--- src/rtl/wwr_pkg.sv ---
// Package with shared constants, types and character helpers for the find and replace block.
`timescale 1ns / 1ps
package wwr_pkg;

   localparam int PATTERN_MAX_DEF = 8;
   localparam int CHAR_W = 8;
   localparam int WORD_W = 64;
   localparam int LEN_W = 4;
   localparam int REP_MAX = 8;
   localparam int REP_IDX_W = 3;
   localparam int COUNT_W = 16;
   localparam int CSR_INDEX_W = 2;
   localparam int CSR_DATA_W = 64;

   localparam logic [CSR_INDEX_W-1:0] CSR_PATTERN_CHARS = 2'd0;
   localparam logic [CSR_INDEX_W-1:0] CSR_PATTERN_LENGTH = 2'd1;
   localparam logic [CSR_INDEX_W-1:0] CSR_REPLACEMENT_CHARS = 2'd2;
   localparam logic [CSR_INDEX_W-1:0] CSR_REPLACEMENT_LENGTH = 2'd3;

   typedef enum logic [1:0] {
      ST_IDLE,
      ST_EVAL,
      ST_REPLACE,
      ST_DROP
   } state_type;

   typedef struct packed {
      logic match;
      logic ident_at_len;
      logic ident_head;
   } cmp_result_type;

   function automatic logic is_ident(input logic [CHAR_W-1:0] c);
      return (c >= 8'h41 && c <= 8'h5A) || (c >= 8'h61 && c <= 8'h7A) ||
             (c >= 8'h30 && c <= 8'h39) || (c == 8'h5F);
   endfunction

   function automatic logic [CHAR_W-1:0] fold(input logic [CHAR_W-1:0] c);
      return (c >= 8'h61 && c <= 8'h7A) ? c - 8'd32 : c;
   endfunction

endpackage

--- src/rtl/wwr_if.sv ---
// Stream interfaces for the input characters and the rewritten characters.
`timescale 1ns / 1ps
interface wwr_req_if;
   logic valid;
   logic ready;
   logic [wwr_pkg::CHAR_W-1:0] in_char;
   logic in_last;

   modport source (output valid, output in_char, output in_last, input ready);
   modport sink (input valid, input in_char, input in_last, output ready);
endinterface

interface wwr_rsp_if;
   logic valid;
   logic ready;
   logic [wwr_pkg::CHAR_W-1:0] out_char;
   logic out_last;
   logic [wwr_pkg::COUNT_W-1:0] replace_total;

   modport source (output valid, output out_char, output out_last, output replace_total,
                   input ready);
   modport sink (input valid, input out_char, input out_last, input replace_total,
                 output ready);
endinterface

--- src/rtl/wwr_cmp.sv ---
// Shared compare unit: matches the held window against the pattern and classifies characters.
`timescale 1ns / 1ps
module wwr_cmp #(
   parameter int PATTERN_MAX = wwr_pkg::PATTERN_MAX_DEF
) (
   input  logic [PATTERN_MAX:0][wwr_pkg::CHAR_W-1:0] win,
   input  logic [$clog2(PATTERN_MAX+2)-1:0]          fill,
   input  logic [$clog2(PATTERN_MAX+2)-1:0]          plen,
   input  logic [wwr_pkg::WORD_W-1:0]                pattern,
   output wwr_pkg::cmp_result_type                   result
);
   localparam int DEPTH = PATTERN_MAX + 1;
   localparam int IDX_W = $clog2(DEPTH);
   localparam int CNT_W = $clog2(PATTERN_MAX + 2);

   logic [PATTERN_MAX-1:0] eq;
   logic [DEPTH-1:0] ident;

   always_comb begin
      for (int i = 0; i < PATTERN_MAX; i++) begin
         eq[i] = (CNT_W'(i) >= fill) || (CNT_W'(i) >= plen) ||
                 (wwr_pkg::fold(win[i]) == wwr_pkg::fold(pattern[i*8 +: 8]));
      end
      for (int i = 0; i < DEPTH; i++) begin
         ident[i] = wwr_pkg::is_ident(win[i]);
      end
      result.match = &eq;
      result.ident_at_len = ident[plen[IDX_W-1:0]];
      result.ident_head = ident[0];
   end

endmodule

--- src/rtl/whole_word_replace_stream.sv ---
// Top level: whole-word, case-insensitive find and replace on a character stream.
//
//   Channel   Dir   Handshake          Payload
//   req_bus   in    valid/ready        in_char, in_last
//   rsp_bus   out   valid/ready        out_char, out_last, replace_total
//   csr_*     in    csr_we only        csr_index, csr_wdata
//
// An item is taken in ST_IDLE, then the sequencer works until the window is settled.
// Each released character takes a compare step in ST_EVAL; a replacement emits R characters in
// ST_REPLACE, then drops the L matched characters from the window in ST_DROP, all through one
// compare unit. Reset is synchronous and needs no clearing pass; a stalled output holds the
// sequencer.
`timescale 1ns / 1ps
module whole_word_replace_stream #(
   parameter int PATTERN_MAX = wwr_pkg::PATTERN_MAX_DEF
) (
   input  logic                                clock,
   input  logic                                reset,
   wwr_req_if.sink                             req_bus,
   wwr_rsp_if.source                           rsp_bus,
   input  logic                                csr_we,
   input  logic [wwr_pkg::CSR_INDEX_W-1:0]     csr_index,
   input  logic [wwr_pkg::CSR_DATA_W-1:0]      csr_wdata
);
   localparam int DEPTH = PATTERN_MAX + 1;
   localparam int IDX_W = $clog2(DEPTH);
   localparam int CNT_W = $clog2(PATTERN_MAX + 2);
   localparam int LEN_W = wwr_pkg::LEN_W;
   localparam int CHAR_W = wwr_pkg::CHAR_W;
   localparam int COUNT_W = wwr_pkg::COUNT_W;

   logic [wwr_pkg::WORD_W-1:0] pat_cfg_ff, rep_cfg_ff;
   logic [LEN_W-1:0] plen_cfg_ff, rlen_cfg_ff;

   logic [wwr_pkg::WORD_W-1:0] act_pat_ff, act_pat_in, act_rep_ff, act_rep_in;
   logic [CNT_W-1:0] act_plen_ff, act_plen_in;
   logic [LEN_W-1:0] act_rlen_ff, act_rlen_in;

   logic [DEPTH-1:0][CHAR_W-1:0] win_ff, win_in, win_shift;
   logic [CNT_W-1:0] fill_ff, fill_in, drop_ff, drop_in;
   logic last_ff, last_in;
   logic bound_ff, bound_in;
   logic [COUNT_W-1:0] count_ff, count_in, count_inc;
   logic [wwr_pkg::REP_IDX_W-1:0] rep_idx_ff, rep_idx_in;
   wwr_pkg::state_type state_ff, state_in;

   logic rsp_valid_ff, rsp_valid_in;
   logic [CHAR_W-1:0] rsp_char_ff, rsp_char_in;
   logic rsp_last_ff, rsp_last_in;
   logic [COUNT_W-1:0] rsp_total_ff, rsp_total_in;

   logic [CNT_W-1:0] plen_clamp;
   logic [LEN_W-1:0] rlen_clamp;
   logic out_free, pass, do_release, do_replace, right_ok, final_rep;
   wwr_pkg::cmp_result_type cmp;

   wwr_cmp #(.PATTERN_MAX(PATTERN_MAX)) u_cmp (
      .win     (win_ff),
      .fill    (fill_ff),
      .plen    (act_plen_ff),
      .pattern (act_pat_ff),
      .result  (cmp)
   );

   always_ff @(posedge clock) begin
      if (reset) begin
         pat_cfg_ff <= '0;
         plen_cfg_ff <= '0;
         rep_cfg_ff <= '0;
         rlen_cfg_ff <= '0;
      end else if (csr_we) begin
         case (csr_index)
            wwr_pkg::CSR_PATTERN_CHARS: pat_cfg_ff <= csr_wdata;
            wwr_pkg::CSR_PATTERN_LENGTH: plen_cfg_ff <= csr_wdata[LEN_W-1:0];
            wwr_pkg::CSR_REPLACEMENT_CHARS: rep_cfg_ff <= csr_wdata;
            wwr_pkg::CSR_REPLACEMENT_LENGTH: rlen_cfg_ff <= csr_wdata[LEN_W-1:0];
            default: ;
         endcase
      end
   end

   always_ff @(posedge clock) begin
      if (reset) begin
         state_ff <= wwr_pkg::ST_IDLE;
         act_pat_ff <= '0;
         act_rep_ff <= '0;
         act_plen_ff <= '0;
         act_rlen_ff <= '0;
         fill_ff <= '0;
         drop_ff <= '0;
         last_ff <= 1'b0;
         bound_ff <= 1'b1;
         count_ff <= '0;
         rep_idx_ff <= '0;
         rsp_valid_ff <= 1'b0;
      end else begin
         state_ff <= state_in;
         act_pat_ff <= act_pat_in;
         act_rep_ff <= act_rep_in;
         act_plen_ff <= act_plen_in;
         act_rlen_ff <= act_rlen_in;
         fill_ff <= fill_in;
         drop_ff <= drop_in;
         last_ff <= last_in;
         bound_ff <= bound_in;
         count_ff <= count_in;
         rep_idx_ff <= rep_idx_in;
         rsp_valid_ff <= rsp_valid_in;
      end
   end

   always_ff @(posedge clock) begin
      win_ff <= win_in;
      rsp_char_ff <= rsp_char_in;
      rsp_last_ff <= rsp_last_in;
      rsp_total_ff <= rsp_total_in;
   end

   always_comb begin
      plen_clamp = (plen_cfg_ff > LEN_W'(PATTERN_MAX)) ? CNT_W'(PATTERN_MAX)
                                                       : CNT_W'(plen_cfg_ff);
      rlen_clamp = (rlen_cfg_ff > LEN_W'(wwr_pkg::REP_MAX)) ? LEN_W'(wwr_pkg::REP_MAX)
                                                            : rlen_cfg_ff;
      count_inc = (count_ff == {COUNT_W{1'b1}}) ? count_ff : count_ff + 1'b1;
      for (int i = 0; i < DEPTH - 1; i++) begin
         win_shift[i] = win_ff[i+1];
      end
      win_shift[DEPTH-1] = win_ff[DEPTH-1];

      pass = (act_plen_ff == '0) || (act_rlen_ff == '0);
      do_release = 1'b0;
      do_replace = 1'b0;
      right_ok = 1'b0;
      if (fill_ff != '0) begin
         if (pass || !cmp.match) begin
            do_release = 1'b1;
         end else if (fill_ff < act_plen_ff) begin
            do_release = last_ff;
         end else if (fill_ff > act_plen_ff || last_ff) begin
            right_ok = (fill_ff > act_plen_ff) ? !cmp.ident_at_len : 1'b1;
            do_replace = bound_ff && right_ok;
            do_release = !(bound_ff && right_ok);
         end
      end
      final_rep = last_ff && (fill_ff == act_plen_ff) &&
                  ((LEN_W'(rep_idx_ff) + 1'b1) == act_rlen_ff);

      out_free = !rsp_valid_ff || rsp_bus.ready;

      state_in = state_ff;
      act_pat_in = act_pat_ff;
      act_rep_in = act_rep_ff;
      act_plen_in = act_plen_ff;
      act_rlen_in = act_rlen_ff;
      win_in = win_ff;
      fill_in = fill_ff;
      drop_in = drop_ff;
      last_in = last_ff;
      bound_in = bound_ff;
      count_in = count_ff;
      rep_idx_in = rep_idx_ff;
      rsp_valid_in = rsp_valid_ff && !rsp_bus.ready;
      rsp_char_in = rsp_char_ff;
      rsp_last_in = rsp_last_ff;
      rsp_total_in = rsp_total_ff;

      case (state_ff)
         wwr_pkg::ST_IDLE: begin
            if (req_bus.valid) begin
               if (fill_ff == '0) begin
                  act_pat_in = pat_cfg_ff;
                  act_rep_in = rep_cfg_ff;
                  act_plen_in = plen_clamp;
                  act_rlen_in = rlen_clamp;
               end
               win_in[fill_ff[IDX_W-1:0]] = req_bus.in_char;
               fill_in = fill_ff + 1'b1;
               last_in = req_bus.in_last;
               state_in = wwr_pkg::ST_EVAL;
            end
         end
         wwr_pkg::ST_EVAL: begin
            if (do_release) begin
               if (out_free) begin
                  rsp_valid_in = 1'b1;
                  rsp_char_in = win_ff[0];
                  rsp_last_in = last_ff && (fill_ff == CNT_W'(1));
                  rsp_total_in = (last_ff && (fill_ff == CNT_W'(1))) ? count_ff : '0;
                  bound_in = !cmp.ident_head;
                  win_in = win_shift;
                  fill_in = fill_ff - 1'b1;
               end
            end else if (do_replace) begin
               rep_idx_in = '0;
               state_in = wwr_pkg::ST_REPLACE;
            end else begin
               if (last_ff) begin
                  count_in = '0;
                  bound_in = 1'b1;
                  fill_in = '0;
               end
               state_in = wwr_pkg::ST_IDLE;
            end
         end
         wwr_pkg::ST_REPLACE: begin
            if (out_free) begin
               rsp_valid_in = 1'b1;
               rsp_char_in = act_rep_ff[{rep_idx_ff, 3'b000} +: CHAR_W];
               rsp_last_in = final_rep;
               rsp_total_in = final_rep ? count_inc : '0;
               if ((LEN_W'(rep_idx_ff) + 1'b1) == act_rlen_ff) begin
                  count_in = count_inc;
                  bound_in = 1'b1;
                  drop_in = act_plen_ff;
                  state_in = wwr_pkg::ST_DROP;
               end else begin
                  rep_idx_in = rep_idx_ff + 1'b1;
               end
            end
         end
         wwr_pkg::ST_DROP: begin
            win_in = win_shift;
            fill_in = fill_ff - 1'b1;
            drop_in = drop_ff - 1'b1;
            if (drop_ff == CNT_W'(1)) begin
               state_in = wwr_pkg::ST_EVAL;
            end
         end
         default: begin
            state_in = wwr_pkg::ST_IDLE;
         end
      endcase
   end

   assign req_bus.ready = (state_ff == wwr_pkg::ST_IDLE);
   assign rsp_bus.valid = rsp_valid_ff;
   assign rsp_bus.out_char = rsp_char_ff;
   assign rsp_bus.out_last = rsp_last_ff;
   assign rsp_bus.replace_total = rsp_total_ff;

endmodule

--- src/flat_wrapper.sv ---
// flat-port wrapper written by rule: the top's interface ports become plain ports
module whole_word_replace_stream_flat 
#(
   parameter int PATTERN_MAX = wwr_pkg::PATTERN_MAX_DEF
)
  (clock, reset, csr_we, csr_index, csr_wdata, req_bus_valid, req_bus_in_char, req_bus_in_last, req_bus_ready, rsp_bus_valid, rsp_bus_out_char, rsp_bus_out_last, rsp_bus_replace_total, rsp_bus_ready);
  wwr_req_if req_bus_i ();
  wwr_rsp_if rsp_bus_i ();
  input  logic clock;
  input  logic reset;
  input  logic csr_we;
  input  logic [wwr_pkg::CSR_INDEX_W-1:0] csr_index;
  input  logic [wwr_pkg::CSR_DATA_W-1:0] csr_wdata;
  input wire logic [$bits(req_bus_i.valid)-1:0] req_bus_valid;
  input wire logic [$bits(req_bus_i.in_char)-1:0] req_bus_in_char;
  input wire logic [$bits(req_bus_i.in_last)-1:0] req_bus_in_last;
  output wire logic [$bits(req_bus_i.ready)-1:0] req_bus_ready;
  output wire logic [$bits(rsp_bus_i.valid)-1:0] rsp_bus_valid;
  output wire logic [$bits(rsp_bus_i.out_char)-1:0] rsp_bus_out_char;
  output wire logic [$bits(rsp_bus_i.out_last)-1:0] rsp_bus_out_last;
  output wire logic [$bits(rsp_bus_i.replace_total)-1:0] rsp_bus_replace_total;
  input wire logic [$bits(rsp_bus_i.ready)-1:0] rsp_bus_ready;
  assign req_bus_i.valid = req_bus_valid;
  assign req_bus_i.in_char = req_bus_in_char;
  assign req_bus_i.in_last = req_bus_in_last;
  assign req_bus_ready = req_bus_i.ready;
  assign rsp_bus_valid = rsp_bus_i.valid;
  assign rsp_bus_out_char = rsp_bus_i.out_char;
  assign rsp_bus_out_last = rsp_bus_i.out_last;
  assign rsp_bus_replace_total = rsp_bus_i.replace_total;
  assign rsp_bus_i.ready = rsp_bus_ready;
  whole_word_replace_stream #(.PATTERN_MAX(PATTERN_MAX)) u_core (.clock(clock), .reset(reset), .req_bus(req_bus_i), .rsp_bus(rsp_bus_i), .csr_we(csr_we), .csr_index(csr_index), .csr_wdata(csr_wdata));
endmodule
--- config.mk ---
export PLATFORM = sky130hd
export DESIGN_NAME = whole_word_replace_stream_flat
export DESIGN_NICKNAME = d
export VERILOG_FILES = /design/src/rtl/wwr_pkg.sv /design/src/rtl/wwr_if.sv /design/src/rtl/wwr_cmp.sv /design/src/rtl/whole_word_replace_stream.sv /design/src/flat_wrapper.sv
export SDC_FILE = /design/constraint.sdc
export NUM_CORES = 1
export LEC_CHECK = 0
export ABC_CLOCK_PERIOD_IN_PS = 5100
export BUFFER_PORTS_ARGS = -buffer_cell sky130_fd_sc_hd__buf_2
export CORE_MARGIN = 2
export CORE_UTILIZATION = 40
export CTS_BUF_LIST = sky130_fd_sc_hd__clkbuf_16
export DETAILED_ROUTE_END_ITERATION = 6
export MAX_ROUTING_LAYER = met4
export PLACE_DENSITY_LB_ADDON = 0.12
export SYNTH_ARGS = -nofsm -noshare
export SYNTH_HDL_FRONTEND = slang
export SYNTH_SLANG_ARGS = --single-unit
--- constraint.sdc ---
create_clock -name clock -period 5.1 [get_ports clock]
set_input_delay 0.51 -clock clock [delete_from_list [all_inputs] [get_ports clock]]
set_output_delay 0.51 -clock clock [all_outputs]
set_load 0.01 [all_outputs]
======== Yosys cells after proc, flatten, opt, wreduce, memory -nomap -nowiden ========
Cells that the tools add are included.
storage, ports and cells
  input bits .............................. 80
  output and inout port bits .............. 27
  bits in registers ....................... 401
operators by class
  shift operators ......................... 1
  bitwise logic cells ..................... 2
  equal/unequal tests ..................... 42
  magnitude comparators ................... 93
  muxes and demuxes ....................... 88
  reduce and logical (&&, ||, !) cells .... 119
  add/sub/neg operators ................... 22
operators with widths
  kind                                                             number
  case mux 72 bit (3 select lines)                                 1
  >= comparator 8 x 7 -> 1 bit (second input constant)             26
  less-or-equal comparator 8 x 7 -> 1 bit (second input constant)  26
  2-to-1 mux 16 bit                                                11
  2-to-1 mux 8 bit                                                 20
  2-to-1 mux 72 bit                                                2
  subtractor 8 x 6 -> 8 bit (second input constant)                16
  bitwise mux 72 bit                                               1
  == test 8 x 7 -> 1 bit (second input constant)                   9
  >= comparator 8 x 6 -> 1 bit (second input constant)             9
  less-or-equal comparator 8 x 6 -> 1 bit (second input constant)  9
  == test 8 bit                                                    8
  2-to-1 mux 64 bit                                                1
  case mux 16 bit (2 select lines)                                 2
  variable part select 64 x 7 -> 8 bit                             1
  logical OR 1 bit                                                 47
  logical AND 1 bit                                                41
  2-to-1 mux 4 bit                                                 9
  demux 8 bit (select 4 bit)                                       1
  >= comparator 3 x 4 -> 1 bit (first input constant)              8
  2-to-1 mux 1 bit                                                 21
  adder 16 x 1 -> 16 bit (second input constant)                   1
  == test 16 bit (second input constant)                           1
  >= comparator 1 x 4 -> 1 bit (first input constant)              4
  other kinds (40)                                                 92

======== Logic depth before layout (Yosys ltp) ========
  depth after elaboration ................. 17
  mapped depth ............................ 14
  gate-level depth less buffers ........... 13

======== Modules after synthesis ========
Synthesis repeated with hierarchy kept, for this count alone.
second synthesis, totals
  cells, all modules ...................... 2344
  area total of the unflattened synthesis .. 19343.6 µm²
by module, submodules not included
  module                     cells an instance  area each (µm²)  times used  sequential area each (µm²)
  whole_word_replace_stream  1848               16052.9          1           8998.6
  wwr_cmp                    496                3290.7           1           0.0

======== Worst setup path after synthesis ========
OpenSTA, ideal clock, no wires.
  path kind ............................... register to register
  start ................................... reg u_core.win_ff[47] (netlist name)
  end ..................................... reg u_core.win_ff[0] (netlist name), enable pin
  stages on the path, launching flop included .. 12
  data required time ...................... 4792 ps
  setup time .............................. 308 ps
  path slack .............................. 1722 ps
  data arrival time ....................... 3070 ps
  path through ............................ edfxtp_1 buf_6 or4b_4 o22ai_2 o21ai_2 nor4_2 a311oi_1 o41ai_2 o221ai_2 o31a_1 o21ai_1 a21oi_1
on the way
  longest elaborated chain between the ends .. 17
ends and longest elaborated chain
  what                                                        RTL line                          text
  from (decl)                                                 whole_word_replace_stream.sv:39   logic [DEPTH-1:0][CHAR_W-1:0] win_ff, win_in, win_shift;
  from (signal assigned)                                      whole_word_replace_stream.sv:113  win_ff <= win_in;
  >= comparator 8 x 7 -> 1 bit, or another cell as far along  wwr_pkg.sv:34                     return (c >= 8'h41 && c <= 8'h5A) || (c >= 8'h61 && c <= 8'h7A) ||
  logical AND 1 bit (on tied branches)                        wwr_pkg.sv:34, wwr_pkg.sv:39
  logical OR 1 bit (2 in a row)                               wwr_pkg.sv:34
  logical OR 1 bit                                            wwr_pkg.sv:35                     (c >= 8'h30 && c <= 8'h39) || (c == 8'h5F);
  binary-select mux 1 bit (select 4 bit)                      wwr_cmp.sv:28                     result.ident_at_len = ident[plen[IDX_W-1:0]];
  2-to-1 mux 1 bit (implied by the code)                      wwr_cmp.sv:28
  zero test 1 bit                                             whole_word_replace_stream.sv:140  right_ok = (fill_ff > act_plen_ff) ? !cmp.ident_at_len : 1'b1;
  2-to-1 mux 1 bit                                            whole_word_replace_stream.sv:140
  logical AND 1 bit                                           whole_word_replace_stream.sv:142  do_release = !(bound_ff && right_ok);
  zero test 1 bit                                             whole_word_replace_stream.sv:142
  2-to-1 mux 1 bit                                            whole_word_replace_stream.sv:139  end else if (fill_ff > act_plen_ff || last_ff) begin
  2-to-1 mux 1 bit                                            whole_word_replace_stream.sv:137  end else if (fill_ff < act_plen_ff) begin
  2-to-1 mux 1 bit *                                          whole_word_replace_stream.sv:135  if (pass || !cmp.match) begin
  2-to-1 mux 1 bit *                                          whole_word_replace_stream.sv:134  if (fill_ff != '0) begin
  inequality test 2 x 1 -> 1 bit (no line) *                  --
  AND reduction 4 bit (no line) *                             --
Every way passes the cells marked *; elsewhere a longest branch is shown, timed or not. The select of a mux whose other input is x is not followed.
A chain may end at the register's enable or synchronous reset.

======== Final worst setup path ========
  start ................................... reg u_core.act_plen_ff[1]
  end ..................................... reg u_core.win_ff[47] (netlist name), enable pin
on the way
  longest elaborated chain between the ends .. 12
ends and longest elaborated chain
  what                                        RTL line                          text
  from (decl)                                 whole_word_replace_stream.sv:36   logic [CNT_W-1:0] act_plen_ff, act_plen_in;
  from (signal assigned)                      whole_word_replace_stream.sv:100  act_plen_ff <= act_plen_in;
  binary-select mux 1 bit (select 4 bit)      wwr_cmp.sv:28
  2-to-1 mux 1 bit (implied by the code)      wwr_cmp.sv:28
  zero test 1 bit                             whole_word_replace_stream.sv:140
  2-to-1 mux 1 bit                            whole_word_replace_stream.sv:140
  logical AND 1 bit                           whole_word_replace_stream.sv:142
  zero test 1 bit                             whole_word_replace_stream.sv:142
  2-to-1 mux 1 bit                            whole_word_replace_stream.sv:139
  2-to-1 mux 1 bit                            whole_word_replace_stream.sv:137
  2-to-1 mux 1 bit *                          whole_word_replace_stream.sv:135
  2-to-1 mux 1 bit *                          whole_word_replace_stream.sv:134
  inequality test 2 x 1 -> 1 bit (no line) *  --
  AND reduction 4 bit (no line) *             --
Marks and branches as above.

==> impl_metrics.env <==
export IMPL_status="complete, no violations"
export IMPL_synth_area_mux_share=0.0324
export IMPL_cp_arrival_ns=4.37
export IMPL_synth_edf_count=97
export IMPL_io_pins=107
export IMPL_ir_drop_uv=212
export IMPL_gp_congestion=0.888
export IMPL_drt_total_wl_um=58300
export IMPL_crit_type="reg -> reg"
export IMPL_ys_seq_area_frac=0.458
export IMPL_fin_crit_sh=0.819
export IMPL_finalNetCount=2530
export IMPL_core_um2=48600
export IMPL_dp_slack_ns=1.03
export IMPL_fin_setup_tns_ns=0
export IMPL_cts_setup_buffers=0
export IMPL_cp_max_fo=11
export IMPL_met2_length_um=27200
export IMPL_grt_usage=0.233
export IMPL_cts_tree="built"
export IMPL_syn_nets=2500
export IMPL_synth_compound_area_frac=0.181
export IMPL_p_leak_nw=7.81
export IMPL_synth_top_area_share=0.310
export IMPL_highest_layer="met4"
export IMPL_vias=17000
export IMPL_drive_gt1_frac=0.0989
export IMPL_antenna_found_initial=1
export IMPL_synthArstFlopShare=0
export IMPL_synth_top_family_by_area="simple AND/OR/NAND/NOR gates"
export IMPL_die_area_um2=50900
export IMPL_num_rows=81
export IMPL_routedWlPerCell_um=19.1
export IMPL_hold_violations=0
export IMPL_first_pass_iters=5
export IMPL_drv_cap=0
export IMPL_areaGrowthSynthToFinish_pct=12.8
export IMPL_cts_hold_buf=0
export IMPL_finalPower_mw=10.2
export IMPL_synthesis_area_um2=19600
export IMPL_drc_errors=0
export IMPL_clk_path_buf_depth=3
export IMPL_worst_slew_pin_slew_ns=1.09
export IMPL_grt_overflow_total=0
export IMPL_max_freq_mhz=239
export IMPL_grt_start_max_net_pins=142
export IMPL_initial_core_util=0.404
export IMPL_endpoint_kind="flop"
export IMPL_holdWs_ns=0.178
export IMPL_die_h_um=226
export IMPL_drv_slew=0
export IMPL_synth_adder_area_share=0.0312
export IMPL_synth_area_top_cells="dfxtp_1, edfxtp_1, nand2_1"
export IMPL_wl_met3_um=2760
export IMPL_dp_final_hpwl_um=40300
export IMPL_required_ns=5.30
export IMPL_cp_slowest_stage_delay_ns=0.62
export IMPL_wl_met1_um=27000
export IMPL_cts_resized=0
export IMPL_avgSynthCellArea_um2=8.28
export IMPL_cts_root_buffer="clkbuf_16"
export IMPL_cp_cell_sequence="or2_2 > or3_1 > nor4_1 > o21ai_0 > a211oi_1 > nand4_1 > a31oi_1 > o31a_1 > o21ai_1 > buf_4 > a21oi_1"
export IMPL_hold_class="in -> reg"
export IMPL_synth_simple_area_share=0.215
export IMPL_cts_clk_slew_worst_paths_ns=0.06
export IMPL_ys_flop_type="dfxtp_1"
export IMPL_yosysTopAreaCell="dfxtp_1"
export IMPL_ctsHtreeMaxLevel=2
export IMPL_clk_latency_ns=0.59
export IMPL_synthXorXnorAreaFrac=0.0407
export IMPL_rsz0062_at_grt="no"
export IMPL_p_per_area_nw_per_um2=459
export IMPL_grt_pass1_vias=15700
export IMPL_setup_violations=0
export IMPL_synth_cell_types=87
export IMPL_grt_pass1_wl_um=90200
export IMPL_cts_made_buffers=46
export IMPL_timing_final_ws_setup_ns=0.924
export IMPL_drt_antenna_violating_nets=0
export IMPL_via_per_inst=5.56
export IMPL_finalNonFillerCells=3061
export IMPL_period_needed_ns=4.18
export IMPL_maxSlewHeadroom=0.271
export IMPL_final_cell_mix="nand2_1, a21oi_1, dfxtp_1, buf_2, edfxtp_1"
export IMPL_io_buffers=106
export IMPL_cp_start_kind="flop"
export IMPL_synth_seq_cells=401
export IMPL_fp_dieW_um=226
export IMPL_clock_sinks=401
export IMPL_yosysWarningCount=0
export IMPL_finClkSkew_ns=0.0234
export IMPL_initialDrtViolationCount=1257
export IMPL_mostFrequentLayoutCell="nand2_1"
export IMPL_netlist_instances=2371
export IMPL_crit_slowest_cell="a21oi_1"
export IMPL_dpl_cell_count=2975
Yosys cell counts (all sizes together), types with 4 or more instances:
master,number
and4,6
nor3,42
mux2i,23
o211ai,9
nand2,667
buf,22
and3,14
mux2,4
or3,8
nand4,14
a211o,6
nor4,15
or2,5
o41ai,7
o22ai,26
clkbuf,127
a22oi,4
or4,6
a21oi,329
nand3,46
nor2b,8
o21ai,99
mux4,16
nand3b,12
nor2,96
dfxtp,304
o31ai,23
and2,17
a211oi,12
a311oi,7
o311ai,4
a31oi,15
ha,49
a21o,8
nor3b,9
a221oi,6
inv,64
xor2,35
edfxtp,97
xnor2,43
nand2b,13
per-stage QoR:
step	cell area, µm²	util
floorplan	19600	-
global placement	20600	0.424
detailed placement	20600	0.424
CTS	22100	0.455
global route	22100	0.455
finish	22100	0.455
critical path, delay by kind of cell, from the launching register on:
family	cells	cell delay [ns]
buffers and inverters	1	0.20
AOI/OAI and AO/OA	6	1.71
and+or+nand+nor	4	1.44
DFF	1	0.44
per-layer routing:
layer | track usage | vias up
li1 | - | 8313
met1 | 0.314 | 8242
met2 | 0.365 | 392
met3 | 0.0304 | 82
met4 | 0.0728 | 0
met5 | - | -
registers in the layout, indices dropped and copies added (netlist names):
signal / flops
u_core.act_rlen_ff: 4
u_core.rsp_bus.replace_total: 16
u_core.state_ff: 2
u_core.plen_cfg_ff: 4
u_core.drop_ff: 4
u_core.pat_cfg_ff: 64
u_core.rsp_bus.out_last: 1
u_core.rlen_cfg_ff: 4
u_core.last_ff: 1
u_core.act_plen_ff: 4
u_core.rep_idx_ff: 3
u_core.rsp_bus.out_char: 8
u_core.count_ff: 16
u_core.rep_cfg_ff: 64
u_core.fill_ff: 4
u_core.rsp_bus.valid: 1
u_core.bound_ff: 1
u_core.act_rep_ff: 64
u_core.act_pat_ff: 64
u_core.win_ff: 72
cell type report:
type	count	area, µm²
fillers	4910	26500
multi-input cells	1757	9860
flip-flops and latches	401	9000
clock buffers	53	1330
well taps	622	778
repair buffers	131	753
inverters	64	240
clock inverters	32	184
diodes	1	2.50
final timing paths:
path / startpoint / to / cells past startpoint / slack, ns
worst max-delay path: u_core.act_plen_ff[1] / u_core.win_ff[47] / 11 / 0.92
worst min-delay path: csr_wdata[34] / u_core.rep_cfg_ff[34] / 3 / 0.18
worst max register to register: u_core.act_plen_ff[1] / u_core.win_ff[47] / 11 / 0.92
worst min register to register: u_core.pat_cfg_ff[43] / u_core.act_pat_ff[43] / 2 / 0.45
cell families after synthesis:
family                   after synthesis
AND/OR/NAND/NOR                      984
AO/OA/AOI/OAI                        598
flip-flops                           401
buffers and inverters                213
XOR/XNOR                              83
adder cells (fa/ha/maj)               49
multiplexers                          43
where the power goes:
group	switching [mW]	leakage (nW)	total, mW	internal, mW
clock network	1.36	0.797	3.27	1.91
registers	0.474	3.40	4.22	3.74
logic	1.81	3.62	2.68	0.869
total	3.65	7.81	10.2	6.52
No activity file was read; power rests on OpenSTA's default activity.
